## src/rtl/core/lmc_pkg.sv

```systemverilog
package lmc_pkg;

    localparam int unsigned PERIOD_W     = 16;
    localparam logic [PERIOD_W-1:0] PERIOD_RESET = 16'd200;

    localparam int unsigned LED_N        = 4;
    localparam int unsigned MAN_N        = 3;

    // command codes
    localparam logic CMD_TICK  = 1'b0;
    localparam logic CMD_PRESS = 1'b1;

    // switch codes
    localparam logic [1:0] SW_BLINK  = 2'd0;
    localparam logic [1:0] SW_ROTATE = 2'd1;
    localparam logic [1:0] SW_MANUAL = 2'd2;
    localparam logic [1:0] SW_CLEAR  = 2'd3;

    // run_mode output codes
    localparam logic [1:0] RUN_STOPPED = 2'd0;
    localparam logic [1:0] RUN_BLINK   = 2'd1;
    localparam logic [1:0] RUN_ROTATE  = 2'd2;

    typedef enum logic [2:0] {
        MODE_STOP   = 3'b001,
        MODE_BLINK  = 3'b010,
        MODE_ROTATE = 3'b100
    } t_mode;

    typedef struct packed {
        logic       command;
        logic [1:0] switch_index;
    } t_item;

    typedef struct packed {
        logic       manual_active;
        logic [1:0] run_mode;
        logic [LED_N-1:0] led_drive;
    } t_result;

    // handshake between input stage and engine
    typedef struct packed {
        logic valid;
    } t_link;

endpackage

```

## src/rtl/core/lmc_in_reg.sv

```systemverilog
module lmc_in_reg (
    input  logic             i_clk,
    input  logic             i_rst_n,
    input  logic             i_valid,
    output logic             o_ready,
    input  lmc_pkg::t_item   i_item,
    input  logic             i_down_ready,
    output lmc_pkg::t_link   o_link,
    output lmc_pkg::t_item   o_item
);

    logic           r_valid;
    logic           n_valid;
    lmc_pkg::t_item r_item;

    // stage frees when empty or when its beat moves on this cycle
    assign o_ready = !r_valid || i_down_ready;

    always_comb begin
        n_valid = r_valid;
        if (o_ready) begin
            n_valid = i_valid;
        end
    end

    always_ff @(posedge i_clk) begin
        if (!i_rst_n) begin
            r_valid <= 1'b0;
        end else begin
            r_valid <= n_valid;
        end
    end

    always_ff @(posedge i_clk) begin
        if (o_ready && i_valid) begin
            r_item <= i_item;
        end
    end

    assign o_link.valid = r_valid;
    assign o_item       = r_item;

endmodule

```

## src/rtl/core/lmc_engine.sv

```systemverilog
module lmc_engine (
    input  logic                            i_clk,
    input  logic                            i_rst_n,
    input  logic [lmc_pkg::PERIOD_W-1:0]    i_period,
    input  lmc_pkg::t_link                  i_link,
    input  lmc_pkg::t_item                  i_item,
    output logic                            o_ready,
    output logic                            o_valid,
    input  logic                            i_out_ready,
    output lmc_pkg::t_result                o_result
);

    lmc_pkg::t_mode                   r_mode,    n_mode;
    logic                             r_manual,  n_manual;
    logic                             r_phase,   n_phase;
    logic [lmc_pkg::LED_N-1:0]        r_pattern, n_pattern;
    logic [lmc_pkg::MAN_N-1:0]        r_mlev,    n_mlev;
    logic [lmc_pkg::PERIOD_W-1:0]     r_ticks,   n_ticks;
    logic [lmc_pkg::LED_N-1:0]        r_leds,    n_leds;
    logic                             r_valid,   n_valid;
    lmc_pkg::t_result                 r_result,  n_result;

    logic                             take;
    logic [lmc_pkg::PERIOD_W-1:0]     tick_inc;
    logic [lmc_pkg::LED_N:0]          shifted;
    logic [lmc_pkg::MAN_N-1:0]        tog_bit;
    logic [lmc_pkg::MAN_N-1:0]        tog_lev;
    logic                             do_toggle;
    logic [1:0]                       run_code;

    assign o_ready = !r_valid || i_out_ready;
    assign take    = i_link.valid && o_ready;

    assign tick_inc = r_ticks + 1'b1;
    assign shifted  = {r_pattern, 1'b0};

    always_comb begin
        n_mode    = r_mode;
        n_manual  = r_manual;
        n_phase   = r_phase;
        n_pattern = r_pattern;
        n_mlev    = r_mlev;
        n_ticks   = r_ticks;
        n_leds    = r_leds;
        do_toggle = 1'b0;
        tog_bit   = '0;
        tog_lev   = '0;

        if (i_item.command == lmc_pkg::CMD_TICK) begin
            if (r_mode != lmc_pkg::MODE_STOP) begin
                n_ticks = tick_inc;
                // period 0 steps on every tick, same as 1
                if (tick_inc >= i_period) begin
                    n_ticks = '0;
                    if (r_mode == lmc_pkg::MODE_BLINK) begin
                        n_leds  = r_phase ? '0 : '1;
                        n_phase = !r_phase;
                    end else begin
                        n_leds = r_pattern;
                        if (shifted == 5'h10 || shifted == 5'h00) begin
                            n_pattern = 4'h1;
                        end else begin
                            n_pattern = shifted[lmc_pkg::LED_N-1:0];
                        end
                    end
                end
            end
        end else begin
            n_mode  = lmc_pkg::MODE_STOP;
            n_ticks = '0;
            case (i_item.switch_index)
                lmc_pkg::SW_BLINK: begin
                    if (!r_manual) n_mode = lmc_pkg::MODE_BLINK;
                    else do_toggle = 1'b1;
                end
                lmc_pkg::SW_ROTATE: begin
                    if (!r_manual) n_mode = lmc_pkg::MODE_ROTATE;
                    else do_toggle = 1'b1;
                end
                lmc_pkg::SW_MANUAL: begin
                    if (!r_manual) n_manual = 1'b1;
                    else do_toggle = 1'b1;
                end
                default: begin
                    n_manual = 1'b0;
                    n_mlev   = '0;
                    n_leds   = '0;
                end
            endcase
            if (do_toggle) begin
                tog_bit = lmc_pkg::MAN_N'(1) << i_item.switch_index;
                tog_lev = r_mlev ^ tog_bit;
                n_mlev  = tog_lev;
                n_leds  = (r_leds & ~{1'b0, tog_bit}) | {1'b0, tog_lev & tog_bit};
            end
        end
    end

    always_comb begin
        case (n_mode)
            lmc_pkg::MODE_BLINK:  run_code = lmc_pkg::RUN_BLINK;
            lmc_pkg::MODE_ROTATE: run_code = lmc_pkg::RUN_ROTATE;
            default:              run_code = lmc_pkg::RUN_STOPPED;
        endcase
    end

    always_comb begin
        n_valid  = r_valid;
        n_result = r_result;
        if (o_ready) begin
            n_valid = i_link.valid;
        end
        if (take) begin
            n_result.led_drive     = n_leds;
            n_result.run_mode      = run_code;
            n_result.manual_active = n_manual;
        end
    end

    always_ff @(posedge i_clk) begin
        if (!i_rst_n) begin
            r_mode    <= lmc_pkg::MODE_STOP;
            r_manual  <= 1'b0;
            r_phase   <= 1'b0;
            r_pattern <= 4'h1;
            r_mlev    <= '0;
            r_ticks   <= '0;
            r_leds    <= '0;
            r_valid   <= 1'b0;
        end else begin
            r_valid <= n_valid;
            if (take) begin
                r_mode    <= n_mode;
                r_manual  <= n_manual;
                r_phase   <= n_phase;
                r_pattern <= n_pattern;
                r_mlev    <= n_mlev;
                r_ticks   <= n_ticks;
                r_leds    <= n_leds;
            end
        end
    end

    always_ff @(posedge i_clk) begin
        r_result <= n_result;
    end

    assign o_valid  = r_valid;
    assign o_result = r_result;

endmodule

```

## src/rtl/core/led_mode_controller.sv

```systemverilog
// An accepted input beat passes the input register, then the state update
// into the result register, before it leaves as its result beat.
// Throughput: one beat per cycle while m_axis_tready is high; the result register decouples output stalls.
// Reset (i_rst_n low, synchronous): modes stopped, LEDs off, rotation at
// lowest LED, period 200 ticks, both pipeline stages empty.
module led_mode_controller (
    input  logic        i_clk,
    input  logic        i_rst_n,

    input  logic        i_cfg_valid,
    output logic        o_cfg_ready,
    input  logic [15:0] i_cfg_data,     // period_ticks

    input  logic        s_axis_tvalid,
    output logic        s_axis_tready,
    input  logic [7:0]  s_axis_tdata,   // [1:0] switch_index, [7:2] zero
    input  logic        s_axis_tuser,   // [0] command

    output logic        m_axis_tvalid,
    input  logic        m_axis_tready,
    output logic [7:0]  m_axis_tdata    // [3:0] led_drive, [5:4] run_mode,
                                        // [6] manual_active, [7] zero
);

    logic [lmc_pkg::PERIOD_W-1:0] r_period;
    lmc_pkg::t_item               in_item;
    lmc_pkg::t_item               st_item;
    lmc_pkg::t_link               st_link;
    lmc_pkg::t_result             result;
    logic                         eng_ready;

    assign o_cfg_ready = 1'b1;

    always_ff @(posedge i_clk) begin
        if (!i_rst_n) begin
            r_period <= lmc_pkg::PERIOD_RESET;
        end else if (i_cfg_valid) begin
            r_period <= i_cfg_data;
        end
    end

    assign in_item.command      = s_axis_tuser;
    assign in_item.switch_index = s_axis_tdata[1:0];

    lmc_in_reg u_in (
        .i_clk        (i_clk),
        .i_rst_n      (i_rst_n),
        .i_valid      (s_axis_tvalid),
        .o_ready      (s_axis_tready),
        .i_item       (in_item),
        .i_down_ready (eng_ready),
        .o_link       (st_link),
        .o_item       (st_item)
    );

    lmc_engine u_eng (
        .i_clk       (i_clk),
        .i_rst_n     (i_rst_n),
        .i_period    (r_period),
        .i_link      (st_link),
        .i_item      (st_item),
        .o_ready     (eng_ready),
        .o_valid     (m_axis_tvalid),
        .i_out_ready (m_axis_tready),
        .o_result    (result)
    );

    assign m_axis_tdata = {1'b0, result};

endmodule
```

## config.mk

```make
export PLATFORM = sky130hd
export DESIGN_NAME = led_mode_controller
export DESIGN_NICKNAME = d
export VERILOG_FILES = /design/src/rtl/core/lmc_pkg.sv /design/src/rtl/core/lmc_in_reg.sv /design/src/rtl/core/lmc_engine.sv /design/src/rtl/core/led_mode_controller.sv
export SDC_FILE = /design/constraint.sdc
export NUM_CORES = 1
export LEC_CHECK = 0
export ABC_AREA = 0
export BUFFER_PORTS_ARGS = -buffer_cell sky130_fd_sc_hd__buf_2
export CORE_ASPECT_RATIO = 1.1
export CORE_MARGIN = 8
export CORE_UTILIZATION = 60
export DETAILED_ROUTE_END_ITERATION = 16
export HOLD_SLACK_MARGIN = 0.05
export PLACE_DENSITY = 0.87
export SLEW_MARGIN = 30
export SYNTH_ARGS = -nofsm -noshare
export SYNTH_HDL_FRONTEND = slang
export SYNTH_SLANG_ARGS = --single-unit
export TNS_END_PERCENT = 50
```

## constraint.sdc

```tcl
create_clock -name i_clk -period 7.2 [get_ports i_clk]
set_clock_uncertainty 0.1 [all_clocks]
set_input_delay 0.72 -clock i_clk [delete_from_list [all_inputs] [get_ports i_clk]]
set_output_delay 0.72 -clock i_clk [all_outputs]
set_load 0.01 [all_outputs]
```

==> results_dict.tcl <==
set metrics [dict create \
    outcome "completed" \
    wl_per_cell_um 15.4 \
    cp.arrival_ns 4.08 \
    pin_count 41 \
    crit_fanout 22 \
    clockBufferDepth 2 \
    hold_buffers 0 \
    cts_tree "yes" \
    place_area_mm2 0.00330 \
    start_util_pct 62.9 \
    power_density_mw_per_mm2 197 \
    drtIter0Drc 136 \
    synth_fa_ha_area_share_pct 6.72 \
    synth_warnings 0 \
    grt_max_degree 25 \
    ant_nets 0 \
    synth-xor-area-share_pct 3.87 \
    synth_edf_count 10 \
    peakVddDrop_v 0.000126 \
    clk-insertion-delay-late_ns 0.35 \
    synthCells 353 \
    hpwl_um 4800 \
    min_period_ns 3.89 \
    final_nets 421 \
    grt_usage_pct 17.8 \
    insertedDiodeCount 0 \
    postCtsSetupRepairBufs 0 \
    synth_seq_cells 60 \
    hold_viol 0 \
    fin_cells 437 \
    setup_violations 0 \
    ys_async_sr_fraction_pct 0 \
    cap_violations 0 \
    grt_pass1_vias 2638 \
    ctsResizeCount 0 \
    crit_path_start "u_eng.r_ticks[2]" \
    worstReg2RegEnd "u_eng.r_ticks[0]" \
    hold_path_class "reg2reg" \
    slew_violations 0 \
    fmax_ghz 0.257 \
    r2r_slack_ns 3.31 \
    overflow 0 \
    clockRootBuffer "clkbuf_8" \
    grt_pass1_wl_um 11300 \
    avgSynthCellArea_um2 8.97 \
    worstReg2RegStart "u_eng.r_ticks[2]" \
    max_slew.worst_pin.slew_ns 0.881 \
    synth_seq_area_share_pct 41.1 \
    relSlewSlack_pct 41.1 \
    synth_fp_nets 400 \
    row_count 27 \
    rsz0062_at_grt "false" \
    wl_um 6740 \
    synth_mux_area_share_pct 5.73 \
    cts_sinks 60 \
    portBuffers 32 \
    reg2reg_depth 11 \
    dieArea_mm2 0.00786 \
    worstSetupEndpoint "u_eng.r_ticks[0]" \
    detail_route.first_pass.iterations 4 \
    final_cell_mix "50 x dfxtp_1, 36 x nor2_1, 32 x buf_2" \
    route.vias.total 2603 \
    antenna_found_initial 0 \
    drive_gt1_share_pct 12.9 \
    synth_top_family_by_area "simple AND/OR/NAND/NOR gates" \
    viasPerCell 5.96 \
    start_kind "flop" \
    core_mm2 0.00503 \
    ctsHtreeMaxLevel 3 \
    final.setup.tns_ns 0 \
    synth_area_mm2 0.00317 \
    cts_inserted_buffers 9 \
    required_ns 7.39 \
    synth_ff_type "dfxtp_1" \
    die_width_um 85.3 \
    period_share_pct 54.1 \
    gp_congestion 0.808 \
    synth_compound_area_share_pct 17.9 \
    post-place-cells 421 \
    end_kind "flop" \
    ys_types 49 \
    p_leak_nw 1.57 \
    drc 0 \
    synth_simple_gate_area_share_pct 18.5 \
    mostFrequentLayoutCell "dfxtp_1" \
    areaGrowthSynthToFinish_pct 9.60 \
    path_class "reg2reg" \
    clk_pin_slew_worst_paths_ns 0.06 \
    stdcell_area_mm2 0.00347 \
    fp.dieH_um 92.2 \
]
## stage by stage
| step | utilization, % | power [mW] | setup slack, ns | hold slack [ns] |
|---|---|---|---|---|
| global route | 69.0 | 0.709 | 3.05 | 0.409 |
| detailed placement | 65.5 | 0.424 | 3.38 | 0.356 |
| floorplan | - | 0.407 | 4.33 | 0.339 |
| CTS | 69.0 | 0.688 | 3.36 | 0.364 |
| finish | 69.0 | 0.685 | 3.31 | 0.367 |
| global placement | 65.5 | 0.421 | 3.40 | 0.355 |
## power breakdown
group          internal [mW]  leakage [nW]  switching (mW)
sequential             0.352         0.505         0.00987
combinational         0.0222         0.978          0.0331
clock                  0.142        0.0881           0.126
## per-layer routing
metal,global-route usage [%],up-vias,wire length (um)
met5,0,-,0
met4,9.50,0,122
met3,4.55,13,298
met2,32.9,56,3570
met1,17.9,1227,2750
li1,-,1307,-
## how the worst min path moves through the flow
| stage | startpoint | end | slack (ns) | depth (start not counted) |
|---|---|---|---|---|
| final | u_eng.r_pattern[3] | u_eng.r_pattern[3] | 0.37 | 2 |
| after global routing | u_eng.r_pattern[3] | u_eng.r_pattern[3] | 0.41 | 2 |
| after CTS | u_eng.r_pattern[3] | u_eng.r_pattern[3] | 0.36 | 2 |
| after detailed placement | u_eng.r_pattern[3] | u_eng.r_pattern[3] | 0.36 | 2 |
| after global placement | u_eng.r_pattern[3] | u_eng.r_pattern[3] | 0.35 | 2 |
| after floorplan | u_eng.r_pattern[3] | u_eng.r_pattern[3] | 0.34 | 2 |
## logic make-up (layout without fill, tap and decap cells)
| family | Yosys count | count (layout) |
|---|---|---|
| multiplexers | 18 | 18 |
| flip-flops | 60 | 60 |
| buffers and inverters | 46 | 72 |
| other | 2 | 2 |
| adder cells (fa/ha/maj) | 17 | 17 |
| AO/OA/AOI/OAI | 81 | 81 |
| AND/OR/NAND/NOR | 115 | 115 |
| XOR/XNOR | 14 | 14 |
## state kept, by name, indices dropped and copies added, names as in the netlist
| name | count |
|---|---|
| u_eng.r_leds | 4 |
| u_eng.r_ticks | 16 |
| u_eng.o_result | 7 |
| r_period | 16 |
| u_in.o_link | 1 |
| u_eng.r_mode | 3 |
| u_eng.o_valid | 1 |
| u_eng.r_manual | 1 |
| u_eng.r_phase | 1 |
| u_in.o_item | 3 |
| u_eng.r_pattern | 4 |
| u_eng.r_mlev | 3 |
## cells in the mapped netlist (2+ instances only)
cell      number  area [um2]
a211o_1        3        26.3
a211oi_1       4        30.0
a21o_1         5        37.5
a21oi_1       21         105
a22o_1        12         105
a31oi_1        3        18.8
and2_1         2        12.5
and3_1        11        68.8
and4_1         3        26.3
buf_1          3        11.3
buf_2          2        10.0
buf_4          4        30.0
clkbuf_1      13        48.8
conb_1         2        7.51
dfxtp_1       50        1000
edfxtp_1      10         300
ha_1          17         213
inv_1         24        90.1
mux2i_1       17         170
nand2_1       27         101
nand2b_1       3        18.8
nand3_1       10        50.1
nand4_1        4        25.0
nor2_1        36         135
nor3_1         7        35.0
nor4_1         3        18.8
o211ai_1       5        37.5
o21ai_0        9        45.0
o221ai_1       3        26.3
o31ai_1        7        52.6
o41ai_1        2        17.5
or3_1          2        12.5
xnor2_1        7        61.3
xor2_1         7        61.3
## critical path, cell delays in order (launching register included)
cell	delay (ns)
dfxtp_1	0.44
and3_1	0.20
and3_1	0.21
and3_1	0.30
and3_1	0.25
xor2_1	0.18
ha_1	0.28
a21oi_1	0.15
o21ai_0	0.14
a211o_1	0.52
nor2_1	0.78
mux2_2	0.28
## area by class of cell
cell class                 count  area [um2]
clock inverter                 2        8.76
multi-input combinational    247        1680
clock buffer                  14         163
fill                         405        1560
timing repair buffer          32         160
tap                           58        72.6
inverter                      24        90.1
sequential                    60        1300
Power figures use the tool's default switching activity.
